`src/sv/fsl_pkg.sv`:
```
// Shared types, constants and codes for the sequential fade light sequencer.
package fsl_pkg;

    localparam int unsigned MAX_LIGHTS   = 16;
    localparam int unsigned DUTY_W       = 12;
    localparam int unsigned COUNT_W      = 5;
    localparam int unsigned CHAN_W       = 4;
    localparam int unsigned IDX_W        = 6;
    localparam int unsigned HOLD_W       = 20;
    localparam int unsigned CFG_IDX_W    = 2;

    localparam logic [HOLD_W-1:0]  ELAPSED_MAX = {HOLD_W{1'b1}};
    localparam logic [DUTY_W-1:0]  TARGET_RESET = {DUTY_W{1'b1}};
    localparam logic [COUNT_W-1:0] COUNT_MAX = COUNT_W'(MAX_LIGHTS);
    localparam logic [COUNT_W-1:0] COUNT_MIN = COUNT_W'(1);

    typedef enum logic [2:0] {
        OP_TICK   = 3'd0,
        OP_ON     = 3'd1,
        OP_OFF    = 3'd2,
        OP_BLINK  = 3'd3,
        OP_TOGGLE = 3'd4
    } op_t;

    typedef enum logic [1:0] {
        MODE_IDLE  = 2'd0,
        MODE_ON    = 2'd1,
        MODE_OFF   = 2'd2,
        MODE_BLINK = 2'd3
    } mode_t;

    typedef enum logic [CFG_IDX_W-1:0] {
        CFG_TARGET = 2'd0,
        CFG_COUNT  = 2'd1
    } cfg_reg_t;

    typedef struct packed {
        logic [DUTY_W-1:0]  target;
        logic [COUNT_W-1:0] count;
    } cfg_t;

    typedef struct packed {
        logic [2:0]        opcode;
        logic              go_reverse;
        logic [DUTY_W-1:0] ramp_step;
        logic [HOLD_W-1:0] hold_ticks;
    } item_t;

    typedef struct packed {
        logic              write_valid;
        logic [CHAN_W-1:0] pwm_channel;
        logic [DUTY_W-1:0] pwm_duty;
        logic              lights_on;
        logic              busy_res;
    } result_t;

    typedef struct packed {
        mode_t                    mode;
        logic                     lit;
        logic                     pending;
        logic                     dir_reverse;
        logic [DUTY_W-1:0]        step_size;
        logic [HOLD_W-1:0]        hold_limit;
        logic signed [IDX_W-1:0]  light_index;
        logic [DUTY_W-1:0]        level;
        logic [HOLD_W-1:0]        elapsed;
    } state_t;

endpackage

```
`src/sv/sequential_fade_light_sequencer.sv`:
```
// Top level of the sequential fade light sequencer: ports, registers and handshakes.
//
//  channel   direction  handshake              contents
//  s_*       in         s_valid / s_ready      opcode, go_reverse, ramp_step, hold_ticks
//  m_*       out        m_valid / m_ready      write_valid, pwm_channel, pwm_duty,
//                                              lights_on, busy_res
//  cfg_*     in         cfg_valid / cfg_ready  cfg_index, cfg_data
//
// One word in, one word out. A word is held in the input register and
// is worked in a single pass into the result register, and a new word is
// taken every cycle while the result side keeps draining.
// The ramp adder, clamp and index step between input and result registers set
// the cycle. A stalled result holds the pipe; s_ready drops only when both
// registers are full and m_ready is low. Reset clears all animation state and
// loads target 4095 and light count 16; the block takes words the cycle after.
module sequential_fade_light_sequencer (
    input  logic                                aclk,
    input  logic                                aresetn,

    input  logic                                s_valid,
    output logic                                s_ready,
    input  logic [2:0]                          s_opcode,
    input  logic                                s_go_reverse,
    input  logic [fsl_pkg::DUTY_W-1:0]          s_ramp_step,
    input  logic [fsl_pkg::HOLD_W-1:0]          s_hold_ticks,

    output logic                                m_valid,
    input  logic                                m_ready,
    output logic                                m_write_valid,
    output logic [fsl_pkg::CHAN_W-1:0]          m_pwm_channel,
    output logic [fsl_pkg::DUTY_W-1:0]          m_pwm_duty,
    output logic                                m_lights_on,
    output logic                                m_busy_res,

    input  logic                                cfg_valid,
    output logic                                cfg_ready,
    input  logic [fsl_pkg::CFG_IDX_W-1:0]       cfg_index,
    input  logic [fsl_pkg::DUTY_W-1:0]          cfg_data
);

    fsl_pkg::cfg_t    cfg_reg;
    fsl_pkg::item_t   in_reg;
    logic             in_valid_reg;
    fsl_pkg::result_t out_reg;
    fsl_pkg::result_t res;
    logic             out_valid_reg;
    logic             step_en;

    // Configuration writes land at once; indexes beyond the list are dropped
    assign cfg_ready = 1'b1;

    always_ff @(posedge aclk) begin
        if (!aresetn) begin
            cfg_reg.target <= fsl_pkg::TARGET_RESET;
            cfg_reg.count  <= fsl_pkg::COUNT_MAX;
        end else if (cfg_valid) begin
            unique case (cfg_index)
                fsl_pkg::CFG_TARGET: cfg_reg.target <= cfg_data;
                fsl_pkg::CFG_COUNT:  cfg_reg.count  <= cfg_data[fsl_pkg::COUNT_W-1:0];
                default: begin
                end
            endcase
        end
    end

    // Advance the held word whenever the result register is free or draining
    assign step_en = in_valid_reg && (!out_valid_reg || m_ready);
    assign s_ready = !in_valid_reg || step_en;

    always_ff @(posedge aclk) begin
        if (!aresetn) begin
            in_valid_reg <= 1'b0;
        end else if (s_ready) begin
            in_valid_reg <= s_valid;
        end
    end

    // Capture payload on accept only; hold it otherwise
    always_ff @(posedge aclk) begin
        if (s_valid && s_ready) begin
            in_reg.opcode     <= s_opcode;
            in_reg.go_reverse <= s_go_reverse;
            in_reg.ramp_step  <= s_ramp_step;
            in_reg.hold_ticks <= s_hold_ticks;
        end
    end

    fsl_engine u_engine (
        .aclk    (aclk),
        .aresetn (aresetn),
        .step_en (step_en),
        .cfg     (cfg_reg),
        .item    (in_reg),
        .res     (res)
    );

    // Result register: load on a step, drop the flag once taken
    always_ff @(posedge aclk) begin
        if (!aresetn) begin
            out_valid_reg <= 1'b0;
        end else if (step_en) begin
            out_valid_reg <= 1'b1;
        end else if (m_ready) begin
            out_valid_reg <= 1'b0;
        end
    end

    always_ff @(posedge aclk) begin
        if (step_en) begin
            out_reg <= res;
        end
    end

    assign m_valid       = out_valid_reg;
    assign m_write_valid = out_reg.write_valid;
    assign m_pwm_channel = out_reg.pwm_channel;
    assign m_pwm_duty    = out_reg.pwm_duty;
    assign m_lights_on   = out_reg.lights_on;
    assign m_busy_res    = out_reg.busy_res;

endmodule

```
`src/sv/fsl_engine.sv`:
```
// Animation state registers and the single-pass next-state and result logic.
module fsl_engine (
    input  logic             aclk,
    input  logic             aresetn,
    input  logic             step_en,
    input  fsl_pkg::cfg_t    cfg,
    input  fsl_pkg::item_t   item,
    output fsl_pkg::result_t res
);

    fsl_pkg::state_t st_reg;
    fsl_pkg::state_t st_next;

    always_ff @(posedge aclk) begin
        if (!aresetn) begin
            st_reg.mode        <= fsl_pkg::MODE_IDLE;
            st_reg.lit         <= 1'b0;
            st_reg.pending     <= 1'b0;
            st_reg.dir_reverse <= 1'b0;
            st_reg.step_size   <= '0;
            st_reg.hold_limit  <= '0;
            st_reg.light_index <= '0;
            st_reg.level       <= '0;
            st_reg.elapsed     <= '0;
        end else if (step_en) begin
            st_reg <= st_next;
        end
    end

    // Effective light count, clamped to 1..MAX_LIGHTS
    logic [fsl_pkg::COUNT_W-1:0] count_eff;
    logic [fsl_pkg::IDX_W-1:0]   count6;

    always_comb begin
        if (cfg.count < fsl_pkg::COUNT_MIN) begin
            count_eff = fsl_pkg::COUNT_MIN;
        end else if (cfg.count > fsl_pkg::COUNT_MAX) begin
            count_eff = fsl_pkg::COUNT_MAX;
        end else begin
            count_eff = cfg.count;
        end
        count6 = fsl_pkg::IDX_W'(count_eff);
    end

    // Index step from the current light, shared by both ramp directions
    logic [fsl_pkg::IDX_W-1:0] adv_idx;
    logic                      adv_in;
    logic                      adv_end;

    always_comb begin
        adv_idx = st_reg.dir_reverse ? st_reg.light_index - 1'b1
                                     : st_reg.light_index + 1'b1;
        adv_in  = !adv_idx[fsl_pkg::IDX_W-1] && (adv_idx < count6);
        adv_end = st_reg.dir_reverse ? adv_idx[fsl_pkg::IDX_W-1]
                                     : (!adv_idx[fsl_pkg::IDX_W-1] && (adv_idx >= count6));
    end

    // Ramp up: climb to target, else move to the next light at zero
    logic [fsl_pkg::DUTY_W:0]    up_sum;
    logic [fsl_pkg::DUTY_W-1:0]  up_level;
    logic [fsl_pkg::IDX_W-1:0]   up_idx;
    logic                        up_emit;
    logic                        up_done;

    always_comb begin
        up_sum = {1'b0, st_reg.level} + {1'b0, st_reg.step_size};
        if (st_reg.level < cfg.target) begin
            up_level = (up_sum > {1'b0, cfg.target}) ? cfg.target
                                                     : up_sum[fsl_pkg::DUTY_W-1:0];
            up_idx   = st_reg.light_index;
            up_emit  = 1'b1;
            up_done  = 1'b0;
        end else begin
            up_level = adv_in ? '0 : st_reg.level;
            up_idx   = adv_idx;
            up_emit  = adv_in;
            up_done  = adv_end;
        end
    end

    // Ramp down: fall to zero, else move to the next light at target
    logic [fsl_pkg::DUTY_W-1:0]  dn_level;
    logic [fsl_pkg::IDX_W-1:0]   dn_idx;
    logic                        dn_emit;
    logic                        dn_done;

    always_comb begin
        if (st_reg.level != '0) begin
            dn_level = (st_reg.step_size >= st_reg.level) ? '0
                                                          : st_reg.level - st_reg.step_size;
            dn_idx   = st_reg.light_index;
            dn_emit  = 1'b1;
            dn_done  = 1'b0;
        end else begin
            dn_level = adv_in ? cfg.target : st_reg.level;
            dn_idx   = adv_idx;
            dn_emit  = adv_in;
            dn_done  = adv_end;
        end
    end

    logic [fsl_pkg::HOLD_W-1:0] el_inc;
    logic [fsl_pkg::IDX_W-1:0]  start_old;
    logic [fsl_pkg::IDX_W-1:0]  start_new;

    always_comb begin
        el_inc    = (st_reg.elapsed < fsl_pkg::ELAPSED_MAX) ? st_reg.elapsed + 1'b1
                                                            : st_reg.elapsed;
        start_old = st_reg.dir_reverse ? count6 - 1'b1 : '0;
        start_new = item.go_reverse ? count6 - 1'b1 : '0;
    end

    always_comb begin
        st_next         = st_reg;
        res.write_valid = 1'b0;
        res.pwm_channel = '0;
        res.pwm_duty    = '0;

        case (item.opcode)
            fsl_pkg::OP_TICK: begin
                st_next.elapsed = el_inc;
                unique case (st_reg.mode)
                    fsl_pkg::MODE_ON: begin
                        st_next.level       = up_level;
                        st_next.light_index = up_idx;
                        res.write_valid     = up_emit;
                        if (up_done) begin
                            st_next.lit     = 1'b1;
                            st_next.pending = 1'b0;
                            st_next.mode    = fsl_pkg::MODE_IDLE;
                        end
                    end
                    fsl_pkg::MODE_OFF: begin
                        st_next.level       = dn_level;
                        st_next.light_index = dn_idx;
                        res.write_valid     = dn_emit;
                        if (dn_done) begin
                            st_next.lit     = 1'b0;
                            st_next.pending = 1'b0;
                            st_next.mode    = fsl_pkg::MODE_IDLE;
                        end
                    end
                    fsl_pkg::MODE_BLINK: begin
                        if (!st_reg.lit) begin
                            st_next.level       = up_level;
                            st_next.light_index = up_idx;
                            res.write_valid     = up_emit;
                            st_next.lit         = up_done;
                            st_next.elapsed     = '0;
                        end else if (el_inc >= st_reg.hold_limit) begin
                            // Hold over: restart straight into a fade-off
                            st_next.pending     = 1'b1;
                            st_next.mode        = fsl_pkg::MODE_OFF;
                            st_next.elapsed     = '0;
                            st_next.level       = cfg.target;
                            st_next.light_index = start_old;
                        end
                    end
                    default: begin
                    end
                endcase
            end
            fsl_pkg::OP_ON, fsl_pkg::OP_OFF, fsl_pkg::OP_BLINK, fsl_pkg::OP_TOGGLE: begin
                st_next.dir_reverse = item.go_reverse;
                st_next.step_size   = item.ramp_step;
                st_next.hold_limit  = item.hold_ticks;
                if (!st_reg.pending) begin
                    if (item.opcode == fsl_pkg::OP_BLINK) begin
                        st_next.pending     = 1'b1;
                        st_next.mode        = fsl_pkg::MODE_BLINK;
                        st_next.level       = '0;
                        st_next.light_index = start_new;
                    end else if ((item.opcode == fsl_pkg::OP_TOGGLE)
                              || (item.opcode == fsl_pkg::OP_ON && !st_reg.lit)
                              || (item.opcode == fsl_pkg::OP_OFF && st_reg.lit)) begin
                        st_next.pending     = 1'b1;
                        st_next.mode        = st_reg.lit ? fsl_pkg::MODE_OFF
                                                         : fsl_pkg::MODE_ON;
                        st_next.elapsed     = '0;
                        st_next.level       = st_reg.lit ? cfg.target : '0;
                        st_next.light_index = start_new;
                    end
                end
            end
            default: begin
            end
        endcase

        if (res.write_valid) begin
            res.pwm_channel = st_next.light_index[fsl_pkg::CHAN_W-1:0];
            res.pwm_duty    = st_next.level;
        end
        res.lights_on = st_next.lit;
        res.busy_res  = st_next.pending;
    end

endmodule

```
`config.mk`:
```
export PLATFORM = sky130hd
export DESIGN_NAME = sequential_fade_light_sequencer
export DESIGN_NICKNAME = d
export VERILOG_FILES = /design/src/sv/fsl_pkg.sv /design/src/sv/sequential_fade_light_sequencer.sv /design/src/sv/fsl_engine.sv
export SDC_FILE = /design/constraint.sdc
export NUM_CORES = 1
export LEC_CHECK = 0
export ABC_CLOCK_PERIOD_IN_PS = 4300
export BUFFER_PORTS_ARGS = -buffer_cell sky130_fd_sc_hd__clkbuf_2
export CAP_MARGIN = 20
export CELL_PAD_IN_SITES_DETAIL_PLACEMENT = 0
export CELL_PAD_IN_SITES_GLOBAL_PLACEMENT = 1
export CORE_ASPECT_RATIO = 1.1
export CORE_MARGIN = 5
export CORE_UTILIZATION = 42
export DETAILED_ROUTE_END_ITERATION = 7
export MAX_ROUTING_LAYER = met4
export PLACE_DENSITY = 0.78
export SLEW_MARGIN = 10
export SYNTH_ARGS = -nofsm -noshare
export SYNTH_HDL_FRONTEND = slang
export SYNTH_SLANG_ARGS = --single-unit
```
`constraint.sdc`:
```
create_clock -name aclk -period 4.3 [get_ports aclk]
set_clock_uncertainty 0.1 [all_clocks]
set_input_delay 0.645 -clock aclk [delete_from_list [all_inputs] [get_ports aclk]]
set_output_delay 0.645 -clock aclk [all_outputs]
set_load 0.005 [all_outputs]
```
==> impl_metrics.ini <==
[status]
status = finished with violations
failed_checks = negative setup slack

[worst_hold_path]
holdCritPathClass = in2reg

[clock_tree]
clkLatencyLatePin_ns = 0.44
clockBufferDepth = 2
clock-sinks = 149
path_clk_slew_ns = 0.08
tritoncts = done
h-tree-depth = 4
numCtsBuffers = 17
root_buffer = clkbuf_16

[sta]
worst_pin_slew_ns = 1.11
slew_violations = 0
hold_violations = 0
clock.fmax_ghz = 0.228
fin_crit_ns = 4.39
min_period_over_period_pct = 102
setup_violations = 1
rsz0062_at_grt = yes
slew_headroom_pct = 26.3
setup-tns-final_ns = -0.0897
setup_ws_ns = -0.0897

[power]
combPwrFrac_pct = 19.2
power_density_nw_per_um2 = 307
irDropWorstVdd_v = 0.000266
switching_power_mw = 1.25
p_int_mw = 2.67
switching_share_pct = 31.8
p_leak_nw = 5.39
power_frac_clock_pct = 40.7
seqPwrFrac_pct = 40.0

[setup_path]
critPathMaxStageDelay_ns = 0.50
end_kind = flip-flop
critical_path_arrival_ns = 4.67
cp_data_required_time_ns = 4.59
path_cells = and3_4, nor3b_4, a21o_1, or3_4, nor2_4, and4_4, nand2_2, xnor2_2, ha_1, a21oi_1, o21a_1, o2111ai_4, a21oi_4, buf_6, o21ai_4, a2111o_1, buf_6, nor3b_1, a21o_1
crit_path_start_kind = flip-flop
crit_type = reg2reg
crit_path_top_delay_cell = a2111o_1
cp_max_fo = 7

[route]
ant_nets = 0
routedWlPerCell_um = 20.0
drtIter0Drc = 636
via_count = 9689
dr.pass1.iters = 7
drc = 0
wirelength_um = 33700
routed_via_density = 5.75

[floorplanning]
die_h_um = 172
initial_core_util_pct = 42.4
die_x_um = 157
io_pins = 77
die_area_um2 = 27000
core-area_um2 = 23500
num_rows = 59

[yosys]
dominantRegCellSynth = dfxtp_1
synthTopCellsByArea = dfxtp_1 (19%), edfxtp_1 (17%), ha_1 (10%)
synth_area_um2 = 9990
synth_top_area_share_pct = 18.8
synthesis.nets = 1334
synth-seq-cells = 149
synth.avg_cell_area_um2 = 8.36
synth_cell_type_count = 85
synth_top_area_cell = dfxtp_1
yosys-top-cells-count = nand2_1 (145), a21oi_1 (121), nor2_1 (102), dfxtp_1 (94), inv_1 (85)
synthArstFlopShare_pct = 0
seq_area_frac_synth_pct = 35.4
synth_edf_count = 55
yosys_warnings = 0
syn_inst = 1194
yosysMostFrequentCell = nand2_1

[grt]
grt_pass1_vias = 9288
grt_max_degree = 46
grt_pass1_wl_um = 50500
antenna_found_initial = 0
grt-ovfl-total = 0
grtUsageTotal_pct = 24.8

[place]
gp_congestion = 0.958
place_inst = 1631
io_buffers = 75
hpwl_um = 24800

[final_layout]
diodes = 0
postLayoutCoreUtil_pct = 54.1
final_cells = 1685
drive_gt1_share_pct = 25.2
syn_to_final_growth_pct = 27.6
largest_reg_flops = 75
finalNetCount = 1507

[job]
cap_violations = 0
-- power by group through the flow --
stage | clock, mW | sequential, mW | combinational, mW
after floorplan | 0 | 1.58 | 0.430
after global placement | 0 | 1.60 | 0.664
after detailed placement | 0 | 1.60 | 0.669
after CTS | 1.60 | 1.56 | 0.693
after global routing | 1.67 | 1.57 | 0.818
final | 1.59 | 1.57 | 0.753
-- critical path: cells and delay by family, from the launching register on --
kind                     cells  cell delay (ns)
AO/OA/AOI/OAI                8             1.73
AND/OR/NAND/NOR              7             1.39
buffers and inverters        2             0.33
flip-flops                   1             0.32
adder cells (fa/ha/maj)      1             0.31
XOR/XNOR                     1             0.14
-- through the flow --
| step | power (mW) | setup WS [ns] | hold slack [ns] | cell area, um^2 |
|---|---|---|---|---|
| 2_1_floorplan | 2.01 | 0.00333 | 0.336 | 9990 |
| 5_1_grt | 4.06 | -0.278 | 0.262 | 12700 |
| 3_5_place_dp | 2.27 | -0.123 | 0.347 | 11300 |
| 6_report | 3.91 | -0.0897 | 0.272 | 12700 |
| 4_1_cts | 3.86 | -0.0158 | 0.270 | 12100 |
| 3_3_place_gp | 2.26 | -0.0761 | 0.343 | 11300 |
-- logic make-up (layout without fill, tap and decap cells) --
family	count (synthesis)	in the layout	share of synthesized area (%)
multiplexers	13	13	1.33
AO/OA/AOI/OAI	382	382	25.5
other	1	1	0.0375
flip-flops	149	149	35.4
AND/OR/NAND/NOR	382	382	17.7
adder cells (fa/ha/maj)	85	85	10.9
buffers and inverters	142	328	5.65
XOR/XNOR	40	40	3.51
-- layout make-up --
type	instances	area (um^2)
clock buffer	17	425
clock inverter	15	204
fill	2250	10800
inverter	88	330
multi-input combinational	903	6460
sequential	149	3540
tap	305	382
timing repair buffer	208	1400
-- timing repair --
action | 4_1_cts | 5_1_grt
hold buffers | 0 | 0
endpoints found under the setup margin | 26 | 50
buffers inserted | 11 | 11
resized for setup | 18 | 103
gates cloned | 0 | 1
pin swaps | 13 | 58
-- final timing paths --
path	start	endpoint	slack, ns	cells after the start
min reg2reg	u_engine.st_reg[50]$_SDFFE_PN0P_	u_engine.st_reg[50]$_SDFFE_PN0P_	0.36	2
max	u_engine.st_reg[13]$_SDFFE_PN0P_	u_engine.st_reg[19]$_SDFFE_PN0P_	-0.09	19
max reg2reg	u_engine.st_reg[13]$_SDFFE_PN0P_	u_engine.st_reg[19]$_SDFFE_PN0P_	-0.09	19
min	s_ramp_step[7]	in_reg[27]$_DFFE_PP_	0.27	1
-- routing by layer --
metal  global-route usage, %  wire length (um)  vias to the layer above
li1                        -                 -                     4668
met1                    31.1             14500                     4619
met2                    40.7             16200                      320
met3                    3.52              1800                       82
met4                    9.73              1260                        0
met5                       -                 0                        -
-- cell usage in the layout, fill, tap and decap left out, types with 53 or more instances in the layout --
cell type,count
inv_1,83
edfxtp_1,55
dfxtp_1,89
nand2_1,144
nor2_1,98
o21ai_0,53
buf_4,127
clkbuf_2,75
ha_1,76
a21oi_1,112
(Power assumes the default switching activity.)
